$ cat src/rtl/lsts_pkg.sv
// Package for the LED slide transition sequencer.
// Holds the table entry layout, code constants and the controller/datapath interface.
// No dependencies.
package lsts_pkg;

  localparam int MAX_ITEMS = 8;
  localparam int TIME_BITS = 16;
  localparam int IDX_W = $clog2(MAX_ITEMS);
  localparam int CNT_W = 4;
  localparam int DIST_W = 8;
  localparam int DIV_CNT_W = $clog2(TIME_BITS);

  localparam logic [2:0] TR_APPEAR = 3'd0;
  localparam logic [2:0] TR_LEFT = 3'd1;
  localparam logic [2:0] TR_RIGHT = 3'd2;
  localparam logic [2:0] TR_UP = 3'd3;
  localparam logic [2:0] TR_DOWN = 3'd4;

  localparam logic [2:0] PAD_NONE = 3'd0;
  localparam logic [2:0] PAD_LEFT = 3'd1;
  localparam logic [2:0] PAD_RIGHT = 3'd2;
  localparam logic [2:0] PAD_TOP = 3'd3;
  localparam logic [2:0] PAD_BOTTOM = 3'd4;

  typedef struct packed {
    logic [2:0] transition;
    logic [TIME_BITS-1:0] show_ms;
    logic [TIME_BITS-1:0] slide_ms;
    logic [3:0] pad;
    logic [6:0] columns;
    logic [6:0] rows;
  } entry_t;

  typedef enum logic [2:0] {
    OP_START,
    OP_APPEAR,
    OP_SLIDE,
    OP_HOLD,
    OP_STEP
  } op_t;

  typedef struct packed {
    logic wr_entry;
    logic rd_second;
    logic rd_use_inc;
    logic latch_cur;
    logic exec;
    op_t op;
    logic load_out;
  } cmd_t;

  typedef struct packed {
    logic [2:0] cur_tr;
    logic step_done;
    logic div_done;
  } sts_t;

endpackage

$ cat src/rtl/lsts_div.sv
// Restoring divider for the slide interval, one quotient bit per cycle.
// Depends on lsts_pkg.
module lsts_div (
  input  logic                           clk,
  input  logic                           rst_n,
  input  logic                           start,
  input  logic [lsts_pkg::TIME_BITS-1:0] dividend,
  input  logic [lsts_pkg::DIST_W-1:0]    divisor,
  output logic                           done,
  output logic [lsts_pkg::TIME_BITS-1:0] quotient
);
  import lsts_pkg::*;

  logic                 busy_r;
  logic                 done_r;
  logic [DIV_CNT_W-1:0] cnt_r;
  logic [TIME_BITS-1:0] quo_r;
  logic [DIST_W-1:0]    rem_r;
  logic [DIST_W-1:0]    dvs_r;
  logic [DIST_W:0]      trial;
  logic                 ge;
  logic [DIST_W:0]      diff;

  assign trial = {rem_r, quo_r[TIME_BITS-1]};
  assign ge = trial >= {1'b0, dvs_r};
  assign diff = trial - {1'b0, dvs_r};

  always_ff @(posedge clk) begin
    if (!rst_n) begin
      busy_r <= 1'b0;
      done_r <= 1'b0;
      cnt_r <= '0;
    end else begin
      done_r <= 1'b0;
      if (start) begin
        busy_r <= 1'b1;
        cnt_r <= '0;
      end else if (busy_r) begin
        cnt_r <= cnt_r + DIV_CNT_W'(1);
        if (cnt_r == DIV_CNT_W'(TIME_BITS - 1)) begin
          busy_r <= 1'b0;
          done_r <= 1'b1;
        end
      end
    end
  end

  always_ff @(posedge clk) begin
    if (start) begin
      quo_r <= dividend;
      rem_r <= '0;
      dvs_r <= divisor;
    end else if (busy_r) begin
      quo_r <= {quo_r[TIME_BITS-2:0], ge};
      rem_r <= ge ? diff[DIST_W-1:0] : trial[DIST_W-1:0];
    end
  end

  assign done = done_r;
  assign quotient = quo_r;

endmodule

$ cat src/rtl/lsts_dp.sv
// Datapath of the sequencer: item table, item state, origins, view mask and result register.
// Depends on lsts_pkg and lsts_div.
module lsts_dp (
  input  logic                           clk,
  input  logic                           rst_n,
  input  lsts_pkg::cmd_t                 cmd,
  output lsts_pkg::sts_t                 sts,
  input  logic                           cfg_wr_en,
  input  logic [3:0]                     cfg_wr_data,
  input  logic [2:0]                     in_entry_index,
  input  logic [2:0]                     in_entry_transition,
  input  logic [15:0]                    in_entry_show_ms,
  input  logic [15:0]                    in_entry_slide_ms,
  input  logic [3:0]                     in_entry_pad,
  input  logic [6:0]                     in_entry_columns,
  input  logic [6:0]                     in_entry_rows,
  output logic [2:0]                     out_cur_index,
  output logic [2:0]                     out_next_index,
  output logic signed [7:0]              out_cur_origin_x,
  output logic signed [7:0]              out_cur_origin_y,
  output logic signed [7:0]              out_next_origin_x,
  output logic signed [7:0]              out_next_origin_y,
  output logic [15:0]                    out_interval_ms,
  output logic [7:0]                     out_visible_mask,
  output logic [2:0]                     out_pad_side,
  output logic [3:0]                     out_pad_value,
  output logic                           out_clear_pads,
  output logic                           out_redraw
);
  import lsts_pkg::*;

  entry_t mem [MAX_ITEMS];
  entry_t rd_data_r;
  entry_t c_r;
  entry_t wr_entry;
  logic [IDX_W-1:0] rd_addr;

  logic [CNT_W-1:0] cnt_r;
  logic [CNT_W-1:0] cnt_used;
  logic [CNT_W-1:0] cur_inc;
  logic [IDX_W-1:0] nx_idx;

  logic [IDX_W-1:0]     cur_r, cur_nxt;
  logic [IDX_W-1:0]     inc_r, inc_nxt;
  logic [7:0]           cx_r, cx_nxt, cy_r, cy_nxt, ix_r, ix_nxt, iy_r, iy_nxt;
  logic [MAX_ITEMS-1:0] view_r, view_nxt;
  logic [TIME_BITS-1:0] slide_iv_r;
  logic [TIME_BITS-1:0] pend_iv_r, pend_iv_nxt;
  logic [2:0]           pend_side_r, pend_side_nxt;
  logic [3:0]           pend_pad_r, pend_pad_nxt;
  logic                 pend_clr_r, pend_clr_nxt;
  logic                 pend_redraw_r, pend_redraw_nxt;

  logic [7:0]           step_ix, step_iy, step_cx, step_cy;
  logic                 step_done;
  logic [DIST_W-1:0]    slide_dist;
  logic [DIST_W-1:0]    divisor;
  logic                 div_start;
  logic                 div_done;
  logic [TIME_BITS-1:0] quotient;

  assign wr_entry = '{transition: in_entry_transition, show_ms: in_entry_show_ms,
                      slide_ms: in_entry_slide_ms, pad: in_entry_pad,
                      columns: in_entry_columns, rows: in_entry_rows};

  always_comb begin
    if (!cmd.rd_second) begin
      rd_addr = cur_r;
    end else if (cmd.rd_use_inc) begin
      rd_addr = inc_r;
    end else begin
      rd_addr = nx_idx;
    end
  end

  always_ff @(posedge clk) begin
    if (cmd.wr_entry) begin
      mem[in_entry_index[IDX_W-1:0]] <= wr_entry;
    end
    rd_data_r <= mem[rd_addr];
    if (cmd.latch_cur) begin
      c_r <= rd_data_r;
    end
  end

  always_comb begin
    if (cnt_r == '0) begin
      cnt_used = CNT_W'(1);
    end else if (cnt_r > CNT_W'(MAX_ITEMS)) begin
      cnt_used = CNT_W'(MAX_ITEMS);
    end else begin
      cnt_used = cnt_r;
    end
    cur_inc = CNT_W'(cur_r) + CNT_W'(1);
    nx_idx = (cur_inc >= cnt_used) ? '0 : cur_inc[IDX_W-1:0];
  end

  always_comb begin
    step_cx = cx_r;
    step_cy = cy_r;
    step_ix = ix_r;
    step_iy = iy_r;
    step_done = 1'b0;
    case (c_r.transition)
      TR_LEFT: begin
        step_cx = cx_r - 8'd1;
        step_ix = ix_r - 8'd1;
        step_done = step_ix == 8'd0;
      end
      TR_RIGHT: begin
        step_cx = cx_r + 8'd1;
        step_ix = ix_r + 8'd1;
        step_done = step_ix == 8'd0;
      end
      TR_DOWN: begin
        step_cy = cy_r + 8'd1;
        step_iy = iy_r + 8'd1;
        step_done = step_iy == 8'd0;
      end
      TR_UP: begin
        step_cy = cy_r - 8'd1;
        step_iy = iy_r - 8'd1;
        step_done = step_iy == 8'd0;
      end
      default: begin
        step_done = 1'b0;
      end
    endcase
  end

  always_comb begin
    case (c_r.transition)
      TR_RIGHT: slide_dist = {1'b0, rd_data_r.columns} + {4'b0, c_r.pad};
      TR_LEFT:  slide_dist = {1'b0, c_r.columns} + {4'b0, c_r.pad};
      TR_DOWN:  slide_dist = {1'b0, rd_data_r.rows} + {4'b0, c_r.pad};
      default:  slide_dist = {1'b0, c_r.rows} + {4'b0, c_r.pad};
    endcase
    divisor = (slide_dist == '0) ? DIST_W'(1) : slide_dist;
  end

  assign div_start = cmd.exec && (cmd.op == OP_SLIDE);

  always_comb begin
    cur_nxt = cur_r;
    inc_nxt = inc_r;
    cx_nxt = cx_r;
    cy_nxt = cy_r;
    ix_nxt = ix_r;
    iy_nxt = iy_r;
    view_nxt = view_r;
    pend_iv_nxt = pend_iv_r;
    pend_side_nxt = pend_side_r;
    pend_pad_nxt = pend_pad_r;
    pend_clr_nxt = pend_clr_r;
    pend_redraw_nxt = pend_redraw_r;
    if (cmd.exec) begin
      pend_side_nxt = PAD_NONE;
      pend_pad_nxt = '0;
      pend_clr_nxt = 1'b0;
      pend_redraw_nxt = 1'b0;
      case (cmd.op)
        OP_START: begin
          cx_nxt = '0;
          cy_nxt = '0;
          ix_nxt = '0;
          iy_nxt = '0;
          inc_nxt = cur_r;
          view_nxt[cur_r] = 1'b1;
          pend_iv_nxt = c_r.show_ms;
        end
        OP_APPEAR: begin
          cx_nxt = '0;
          cy_nxt = '0;
          ix_nxt = '0;
          iy_nxt = '0;
          cur_nxt = nx_idx;
          inc_nxt = nx_idx;
          view_nxt[cur_r] = 1'b0;
          view_nxt[nx_idx] = 1'b1;
          pend_iv_nxt = rd_data_r.show_ms;
        end
        OP_SLIDE: begin
          cx_nxt = '0;
          cy_nxt = '0;
          ix_nxt = '0;
          iy_nxt = '0;
          inc_nxt = nx_idx;
          view_nxt[nx_idx] = 1'b1;
          pend_pad_nxt = c_r.pad;
          case (c_r.transition)
            TR_RIGHT: begin
              ix_nxt = 8'd0 - slide_dist;
              pend_side_nxt = PAD_LEFT;
            end
            TR_LEFT: begin
              ix_nxt = slide_dist;
              pend_side_nxt = PAD_RIGHT;
            end
            TR_DOWN: begin
              iy_nxt = 8'd0 - slide_dist;
              pend_side_nxt = PAD_TOP;
            end
            default: begin
              iy_nxt = slide_dist;
              pend_side_nxt = PAD_BOTTOM;
            end
          endcase
        end
        OP_STEP: begin
          pend_redraw_nxt = 1'b1;
          if (step_done) begin
            pend_clr_nxt = 1'b1;
            view_nxt[cur_r] = 1'b0;
            cur_nxt = inc_r;
            cx_nxt = '0;
            cy_nxt = '0;
            ix_nxt = '0;
            iy_nxt = '0;
            pend_iv_nxt = rd_data_r.show_ms;
          end else begin
            cx_nxt = step_cx;
            cy_nxt = step_cy;
            ix_nxt = step_ix;
            iy_nxt = step_iy;
            pend_iv_nxt = slide_iv_r;
          end
        end
        default: begin
          pend_iv_nxt = c_r.show_ms;
        end
      endcase
    end else if (div_done) begin
      pend_iv_nxt = quotient;
    end
  end

  always_ff @(posedge clk) begin
    if (!rst_n) begin
      cnt_r <= CNT_W'(1);
      cur_r <= '0;
      inc_r <= '0;
      cx_r <= '0;
      cy_r <= '0;
      ix_r <= '0;
      iy_r <= '0;
      view_r <= '0;
      slide_iv_r <= '0;
    end else begin
      if (cfg_wr_en) begin
        cnt_r <= cfg_wr_data;
      end
      cur_r <= cur_nxt;
      inc_r <= inc_nxt;
      cx_r <= cx_nxt;
      cy_r <= cy_nxt;
      ix_r <= ix_nxt;
      iy_r <= iy_nxt;
      view_r <= view_nxt;
      if (div_done) begin
        slide_iv_r <= quotient;
      end
    end
  end

  always_ff @(posedge clk) begin
    pend_iv_r <= pend_iv_nxt;
    pend_side_r <= pend_side_nxt;
    pend_pad_r <= pend_pad_nxt;
    pend_clr_r <= pend_clr_nxt;
    pend_redraw_r <= pend_redraw_nxt;
    if (cmd.load_out) begin
      out_cur_index <= cur_r;
      out_next_index <= inc_r;
      out_cur_origin_x <= cx_r;
      out_cur_origin_y <= cy_r;
      out_next_origin_x <= ix_r;
      out_next_origin_y <= iy_r;
      out_interval_ms <= pend_iv_r;
      out_visible_mask <= view_r;
      out_pad_side <= pend_side_r;
      out_pad_value <= pend_pad_r;
      out_clear_pads <= pend_clr_r;
      out_redraw <= pend_redraw_r;
    end
  end

  lsts_div u_div (
    .clk      (clk),
    .rst_n    (rst_n),
    .start    (div_start),
    .dividend (c_r.slide_ms),
    .divisor  (divisor),
    .done     (div_done),
    .quotient (quotient)
  );

  assign sts.cur_tr = c_r.transition;
  assign sts.step_done = step_done;
  assign sts.div_done = div_done;

endmodule

$ cat src/rtl/lsts_ctrl.sv
// Controller of the sequencer: handshakes, playlist phase and datapath command sequencing.
// Depends on lsts_pkg.
module lsts_ctrl (
  input  logic           clk,
  input  logic           rst_n,
  input  logic           in_valid,
  input  logic           in_func,
  output logic           in_stall,
  output logic           out_valid,
  input  logic           out_stall,
  input  lsts_pkg::sts_t sts,
  output lsts_pkg::cmd_t cmd
);
  import lsts_pkg::*;

  typedef enum logic [2:0] {
    S_IDLE,
    S_RD_CUR,
    S_RD_NXT,
    S_EXEC,
    S_DIV,
    S_OUT
  } state_t;

  typedef enum logic [1:0] {
    PH_START,
    PH_ITEM,
    PH_SLIDE
  } ph_t;

  state_t state_r, state_nxt;
  ph_t    phase_r, phase_nxt;
  logic   out_valid_r, out_valid_nxt;
  logic   accept;

  assign in_stall = state_r != S_IDLE;
  assign accept = in_valid && !in_stall;
  assign out_valid = out_valid_r;

  always_comb begin
    cmd = '0;
    cmd.op = OP_START;
    state_nxt = state_r;
    phase_nxt = phase_r;
    out_valid_nxt = out_valid_r && out_stall;
    case (state_r)
      S_IDLE: begin
        cmd.wr_entry = accept && in_func;
        if (accept && !in_func) begin
          state_nxt = S_RD_CUR;
        end
      end
      S_RD_CUR: begin
        state_nxt = S_RD_NXT;
      end
      S_RD_NXT: begin
        cmd.rd_second = 1'b1;
        cmd.rd_use_inc = phase_r == PH_SLIDE;
        cmd.latch_cur = 1'b1;
        state_nxt = S_EXEC;
      end
      S_EXEC: begin
        cmd.exec = 1'b1;
        state_nxt = S_OUT;
        case (phase_r)
          PH_ITEM: begin
            if (sts.cur_tr == TR_APPEAR) begin
              cmd.op = OP_APPEAR;
            end else if (sts.cur_tr == TR_LEFT || sts.cur_tr == TR_RIGHT ||
                         sts.cur_tr == TR_UP || sts.cur_tr == TR_DOWN) begin
              cmd.op = OP_SLIDE;
              phase_nxt = PH_SLIDE;
              state_nxt = S_DIV;
            end else begin
              cmd.op = OP_HOLD;
            end
          end
          PH_SLIDE: begin
            cmd.op = OP_STEP;
            if (sts.step_done) begin
              phase_nxt = PH_ITEM;
            end
          end
          default: begin
            cmd.op = OP_START;
            phase_nxt = PH_ITEM;
          end
        endcase
      end
      S_DIV: begin
        if (sts.div_done) begin
          state_nxt = S_OUT;
        end
      end
      S_OUT: begin
        if (!out_valid_r || !out_stall) begin
          cmd.load_out = 1'b1;
          out_valid_nxt = 1'b1;
          state_nxt = S_IDLE;
        end
      end
      default: begin
        state_nxt = S_IDLE;
      end
    endcase
  end

  always_ff @(posedge clk) begin
    if (!rst_n) begin
      state_r <= S_IDLE;
      phase_r <= PH_START;
      out_valid_r <= 1'b0;
    end else begin
      state_r <= state_nxt;
      phase_r <= phase_nxt;
      out_valid_r <= out_valid_nxt;
    end
  end

endmodule

$ cat src/rtl/led_slide_transition_sequencer.sv
// Top level of the LED slide transition sequencer.
// Depends on lsts_pkg, lsts_ctrl and lsts_dp.
//
// An input transfer with func set writes one playlist entry. An input
// transfer with func clear is an action event and yields one result transfer; the block
// then stalls its input through two table reads, one update and one result load, and on
// the event that starts a slide also while a restoring divider produces the slide
// interval one quotient bit per cycle.
// The result load waits further while the previous result is still stalled at the output.
// A finished result waits in the output register while the next item is taken. The item
// count register may be written whenever no item is in work.
module led_slide_transition_sequencer (
  input  logic              clk,
  input  logic              rst_n,
  input  logic              cfg_wr_en,
  input  logic [3:0]        cfg_wr_data,
  input  logic              in_valid,
  output logic              in_stall,
  input  logic              in_func,
  input  logic [2:0]        in_entry_index,
  input  logic [2:0]        in_entry_transition,
  input  logic [15:0]       in_entry_show_ms,
  input  logic [15:0]       in_entry_slide_ms,
  input  logic [3:0]        in_entry_pad,
  input  logic [6:0]        in_entry_columns,
  input  logic [6:0]        in_entry_rows,
  output logic              out_valid,
  input  logic              out_stall,
  output logic [2:0]        out_cur_index,
  output logic [2:0]        out_next_index,
  output logic signed [7:0] out_cur_origin_x,
  output logic signed [7:0] out_cur_origin_y,
  output logic signed [7:0] out_next_origin_x,
  output logic signed [7:0] out_next_origin_y,
  output logic [15:0]       out_interval_ms,
  output logic [7:0]        out_visible_mask,
  output logic [2:0]        out_pad_side,
  output logic [3:0]        out_pad_value,
  output logic              out_clear_pads,
  output logic              out_redraw
);
  import lsts_pkg::*;

  cmd_t cmd;
  sts_t sts;

  lsts_ctrl u_ctrl (
    .clk       (clk),
    .rst_n     (rst_n),
    .in_valid  (in_valid),
    .in_func   (in_func),
    .in_stall  (in_stall),
    .out_valid (out_valid),
    .out_stall (out_stall),
    .sts       (sts),
    .cmd       (cmd)
  );

  lsts_dp u_dp (
    .clk                 (clk),
    .rst_n               (rst_n),
    .cmd                 (cmd),
    .sts                 (sts),
    .cfg_wr_en           (cfg_wr_en),
    .cfg_wr_data         (cfg_wr_data),
    .in_entry_index      (in_entry_index),
    .in_entry_transition (in_entry_transition),
    .in_entry_show_ms    (in_entry_show_ms),
    .in_entry_slide_ms   (in_entry_slide_ms),
    .in_entry_pad        (in_entry_pad),
    .in_entry_columns    (in_entry_columns),
    .in_entry_rows       (in_entry_rows),
    .out_cur_index       (out_cur_index),
    .out_next_index      (out_next_index),
    .out_cur_origin_x    (out_cur_origin_x),
    .out_cur_origin_y    (out_cur_origin_y),
    .out_next_origin_x   (out_next_origin_x),
    .out_next_origin_y   (out_next_origin_y),
    .out_interval_ms     (out_interval_ms),
    .out_visible_mask    (out_visible_mask),
    .out_pad_side        (out_pad_side),
    .out_pad_value       (out_pad_value),
    .out_clear_pads      (out_clear_pads),
    .out_redraw          (out_redraw)
  );

endmodule
$ cat config.mk
export PLATFORM = sky130hd
export DESIGN_NAME = led_slide_transition_sequencer
export DESIGN_NICKNAME = d
export VERILOG_FILES = /design/src/rtl/lsts_pkg.sv /design/src/rtl/lsts_div.sv /design/src/rtl/lsts_dp.sv /design/src/rtl/lsts_ctrl.sv /design/src/rtl/led_slide_transition_sequencer.sv
export SDC_FILE = /design/constraint.sdc
export NUM_CORES = 1
export LEC_CHECK = 0
export ABC_AREA = 1
export BUFFER_PORTS_ARGS = -buffer_cell sky130_fd_sc_hd__buf_4
export CORE_UTILIZATION = 25
export CTS_CLUSTER_DIAMETER = 100
export DETAILED_ROUTE_END_ITERATION = 6
export HOLD_SLACK_MARGIN = 0.12
export PLACE_DENSITY = 0.48
export SYNTH_ARGS = -nofsm -noshare
export SYNTH_HDL_FRONTEND = slang
export SYNTH_SLANG_ARGS = --single-unit
$ cat constraint.sdc
create_clock -name clk -period 7.5 [get_ports clk]
set_clock_uncertainty 0.2 [all_clocks]
set_input_delay 0.75 -clock clk [delete_from_list [all_inputs] [get_ports clk]]
set_output_delay 0.75 -clock clk [all_outputs]
set_load 0.01 [all_outputs]
**Yosys cells after proc, flatten, opt, wreduce, memory -nomap -nowiden**

Memory sizes are Yosys's and may differ from the RTL's. A register that Yosys moved wholly into a read port is not among the register bits.
Index checks and enable logic that the tools add are counted.

- Memories: 1
- Output and inout bits: 73
- Logic and storage cells: 212
- Bits in registers: 259
- Input port bits: 66
- Bits in writable memories: 424

- Magnitude comparators: 7
- Equality and inequality tests: 25
- Multiplexer cells: 67
- Reductions and logical operators: 48
- Bitwise gates (word level): 7
- $add $sub $neg: 16

Memory list:

| name | depth | bits a word | read ports | clocked after memory_dff | write ports | RTL line | text |
|---|---|---|---|---|---|---|---|
| u_dp.mem | 8 | 53 | 1 | 1 | 1 | lsts_dp.sv:32 | `entry_t mem [MAX_ITEMS];` |

Operators by type and width:

| operator | number |
|---|---|
| $pmux 8 s2 | 8 |
| $mux 16 | 5 |
| $pmux 8 s3 | 3 |
| $mux 8 | 6 |
| $pmux 16 s3 | 1 |
| $logic_not 8->1 | 5 |
| $mux 3 | 11 |
| $add 7x4->8 | 4 |
| $add 8x1->8 const B | 4 |
| $pmux 8 s4 | 1 |
| $sub 8x1->8 const B | 4 |
| $or 8x8->8 | 3 |
| $reduce_and 3->1 | 7 |
| $pmux 3 s2 | 3 |
| $pmux 3 s6 | 1 |
| $mux 1 | 17 |
| $eq 3x2->1 const B | 5 |
| $eq 3x3->1 const B | 4 |
| $mux 4 | 3 |
| $ne 2x1->1 const B | 6 |
| $reduce_bool 2->1 | 5 |
| $eq 3x1->1 const B | 3 |
| $ge 9x8->1 | 1 |
| $logic_not 3->1 | 3 |
| 31 further kinds | 57 |

**Depth between registers and ports, before layout**

- Depth after elaboration: 12
- Gate-level depth with buffers: 26
- Mapped depth without buffers: 24

**By module**

A second synthesis with hierarchy kept.

- Cell total of the unflattened synthesis: 2,946
- Area, all modules: 31,103.6 um^2

By module, submodules not included:

| module | sequential area each (um^2) | cells an instance | instances | area an instance (um^2) |
|---|---|---|---|---|
| lsts_dp | 19,588.8 | 2,633 | 1 | 28,609.9 |
| lsts_div | 1,001.0 | 240 | 1 | 2,034.5 |
| lsts_ctrl | 120.1 | 73 | 1 | 459.2 |

**Least setup slack after synthesis**

Ideal clock, no wire load.

- Path type: input -> register
- Start: in in_valid
- End: mem u_dp.mem[0][0] in the netlist's numbering, enable pin
- Slack: 2.140 ns
- Data arrival time: 4.631 ns
- Stages on the path: 4
- Buffers on the path: 0
- Required time: 6.770 ns
- Setup time: 0.530 ns
- Path through: nand2_1 -> nor2_1 -> nand2_1 -> nor3_1

- Cells in the longest elaborated chain, start to end: 5

Ends and longest elaborated chain:

| what | RTL line | text |
|---|---|---|
| start, declared | led_slide_transition_sequencer.sv:17 | `input logic in_valid,` |
| $logic_and 1x1->1 | lsts_ctrl.sv:37 | `assign accept = in_valid && !in_stall;` |
| $logic_and 1x1->1 | lsts_ctrl.sv:48 | `cmd.wr_entry = accept && in_func;` |
| $mux 1 | lsts_ctrl.sv:46 | `case (state_r)` |
| $mux 1 | lsts_dp.sv:77 | `if (cmd.wr_entry) begin` |
| $mux 1 (not written as such) | lsts_dp.sv:78 | `mem[in_entry_index[IDX_W-1:0]] <= wr_entry;` |
| end, declared | lsts_dp.sv:32 |  |

No other way between the ends.

**Final worst setup path**

- Start: reg u_dp.cur_r[0]
- End: reg, netlist name u_dp.rd_data_r[13]

- Cells in the longest elaborated chain, start to end: 5

Ends and longest elaborated chain:

| what | RTL line | text |
|---|---|---|
| start, declared | lsts_dp.sv:43 | `logic [IDX_W-1:0] cur_r, cur_nxt;` |
| start signal, assigned | lsts_dp.sv:252 | `cur_r <= cur_nxt;` |
| $add 3x1->4 | lsts_dp.sv:94 | `cur_inc = CNT_W'(cur_r) + CNT_W'(1);` |
| $ge 4x4->1 | lsts_dp.sv:95 | `nx_idx = (cur_inc >= cnt_used) ? '0 : cur_inc[IDX_W-1:0];` |
| $mux 3 | lsts_dp.sv:95 |  |
| $mux 3 | lsts_dp.sv:69 | `end else if (cmd.rd_use_inc) begin` |
| $mux 3 (*) | lsts_dp.sv:67 | `if (!cmd.rd_second) begin` |

Every way passes the cells marked *; elsewhere a longest branch is shown, timed or not.
A chain may end at the register's enable or synchronous reset.

==> metrics.txt <==
status complete, no violations; Critical Path RT 7.77 ns; Mapped Area 30400 um2; Worst-Skew Late Latency 0.64 ns; Pwr Total 10.1 mW; CP Cell Sequence clkinv_1, nor3_1, ha_1, a21oi_1, nand3_1, nor2_1, o21ai_1, nand2_8, buf_4, o21ai_0, nand2_1, inv_1, o21ai_0; clock slew at reported path FFs 0.06 ns; Post-synth EDFFs 597; static leakage 13.2 nW; Gate power share 12.5%; Die Ht 351 um; Max Clk Rate 0.203 GHz; global-route wire length before repair 117000 um; Post-Syn Instances 2791; part of the cycle the worst path needs 65.5%; Sink Count 736; DRC errors left 0; Ports 139; Crit-path slowest cell dfxtp_1; Crit path largest cell delay 0.68 ns; Cell Int Power 7.45 mW; flops & latches, synth 736; CTS root buf clkbuf_16; DP Area 33200 um2; DR vias 19800; FFs w/ async S/R, synth 0%; top_reg_cell synth edfxtp_1; cell mode on critical path o21ai_0; Flop pwr share 47.8%; Synth Area per Inst 10.9 um2; yosys warns 0; DRT Wirelength 77000 um; full die area 123000 um2; initial antenna violation count 13; WP data arrival 5.18 ns; WL per Instance 16.6 um; Num CTS Buffers 83; kind of critical path reg2reg; die width 351 um; ratio of cells with drive above 1 in the final layout 11.8%; Hold Fails Final Rpt 0; hold depth 3; Starting Density 25.3%; GR Overflow Total 0; Via density 4.26; initial DRC count 1275; row count 127; largest net degree at the start of global routing 107; Worst setup SP type register; PostCTS Resize Cnt 0; FF-to-FF End u_dp.rd_data_r[13]; buffers added on ports 138; switching power 2.65 mW; RSZ-0062 raised after global routing no; post-route ant nets 0; H-tree depth 3; sequential area share after synthesis 68.2%; min Tclk post-route 4.91 ns; Setup Viol. Count Final 0; TNS Setup 0 ns; worst vdd ir 0.158 mV; class of the most critical hold timing path in2reg; dpl hpwl 45600 um; syn nets 2900; Post-CTS Setup Repair Bufs 0; reg2reg start u_dp.cur_r[0]; vias in the first global route 18800; Area Growth Syn to Fin 19.7%; Hold Buf Count CTS 48; DRT Pass-1 Iters 5; Distinct cells, synth 53; crit path capture type register; worst-path maximum fanout 77; Worst Tran Pin Value 1.09 ns; Placer Congestion 0.786; Worst R2R Setup Slack 2.59 ns; # fillers 12300; reg2reg path depth 13; clock buffer depth 3; WHS Endpoint u_dp.cnt_r[0]; Post-Layout Inst Area 36300 um2; Total Routing Usage GR 12.4%; slew margin rel. 27.2%; Hold Startpoint cfg_wr_data[0]; CTS tree built; pwr/cell area 278 nW/um2; switching portion of total power 26.3%; Final Slew Violations 0; max cap viols 0; Clk pwr share 39.7%; nets@finish 3071; Core ar. 120000 um2
[worst max path at each step]
| stage | from | to | slack, ns | cells after the start |
|---|---|---|---|---|
| final | u_dp.cur_r[0] | u_dp.rd_data_r[13] | 2.59 | 13 |
| after detailed placement | u_dp.cur_r[0] | u_dp.rd_data_r[21] | 2.50 | 16 |
| after global routing | u_dp.cur_r[0] | u_dp.rd_data_r[29] | 2.02 | 16 |
| after CTS | u_dp.cur_r[0] | u_dp.rd_data_r[13] | 2.53 | 13 |
| after floorplan | in_valid | u_dp.mem[0][0] | 2.14 | 4 |
| after global placement | u_dp.cur_r[0] | u_dp.rd_data_r[42] | 2.63 | 16 |
[per-stage QoR]
stage,instances,hold WS [ns],util (%),setup slack [ns]
finish,4645,0.166,30.3,2.59
detailed placement,4441,0.193,27.6,2.50
global route,4645,0.140,30.3,2.02
global placement,4441,0.191,27.6,2.63
floorplan,2791,0.186,-,2.14
CTS,4644,0.122,30.2,2.53
[final cells by class]
type                    count  area [um2]  area share (%)
well taps                1612        2020            5.55
clock inverters            37         405            1.12
flip-flops and latches    736       20700            57.0
repair buffers            214        1740            4.79
diodes                      1        2.50         0.00689
inverters                 199         763            2.10
multi-input cells        1728        8400            23.1
clock buffers             118        2300            6.33
[cells in the final DEF (no fill, tap or decap), types with 66 or more instances in the layout]
master,Yosys,layout
buf_4,4,165
dfxtp_1,139,139
nand3_1,76,76
edfxtp_1,597,597
nor2_1,485,482
clkbuf_16,0,85
o21ai_0,362,362
a21oi_1,88,88
o21ai_1,66,66
nand2_1,433,433
inv_1,179,179
[flip-flops by register name, summed over array words and instances (netlist names), 16 cells and up]
register / count
u_dp.u_div.quotient: 16
u_dp.slide_iv_r: 16
u_dp.pend_iv_r: 16
u_dp.out_interval_ms: 16
u_dp.c_r: 50
u_dp.mem: 424
u_dp.rd_data_r: 53
[critical path: cells and delay by family, from the launching register on]
kind / cells / cell delay (ns)
simple gates: 5 / 1.40
buf+inv: 3 / 1.14
compound gates: 4 / 0.98
flops: 1 / 0.68
fa+ha+maj: 1 / 0.32
[cells by family (layout without fill, tap and decap cells)]
family	Yosys count	after routing	share of synthesized area, %
mux	1	1	0.0330
buf+inv	327	568	4.44
simple gates	1081	1081	14.6
other cells	0	1	0
xor+xnor	38	38	1.10
fa+ha+maj	43	43	1.87
flops	736	736	68.2
compound gates	565	565	9.72
[metal layers]
metal	share of wire, %	vias to the layer above	global-route usage, %
met5	0.18	-	0
met4	2.0	20	3.40
met3	5.0	118	2.45
met2	45	357	19.5
met1	48	9368	17.4
li1	-	9902	-
[synthesized netlist by cell type, types with 11 or more instances]
cell	number	area [um2]
dfxtp_1	139	2780
o21ai_1	66	330
nor2_1	485	1820
nand4_1	14	87.6
nor3_1	31	155
xor2_1	25	219
a21oi_1	88	440
edfxtp_1	597	17900
nand2_1	433	1630
inv_2	14	52.6
buf_2	33	165
inv_1	179	672
clkbuf_1	73	274
nand3_1	76	380
buf_1	11	41.3
o21ai_0	362	1810
ha_1	39	488
xnor2_1	13	114
[power by group through the flow]
stage                     clock, mW  sequential (mW)  combinational [mW]
after floorplan                   0             4.86               0.876
after global placement            0             4.91                1.24
after detailed placement          0             4.91                1.25
after CTS                      4.13             4.83                1.28
after global routing           4.28             4.85                1.44
final                          4.01             4.83                1.26
Power figures use the tool's default switching activity.
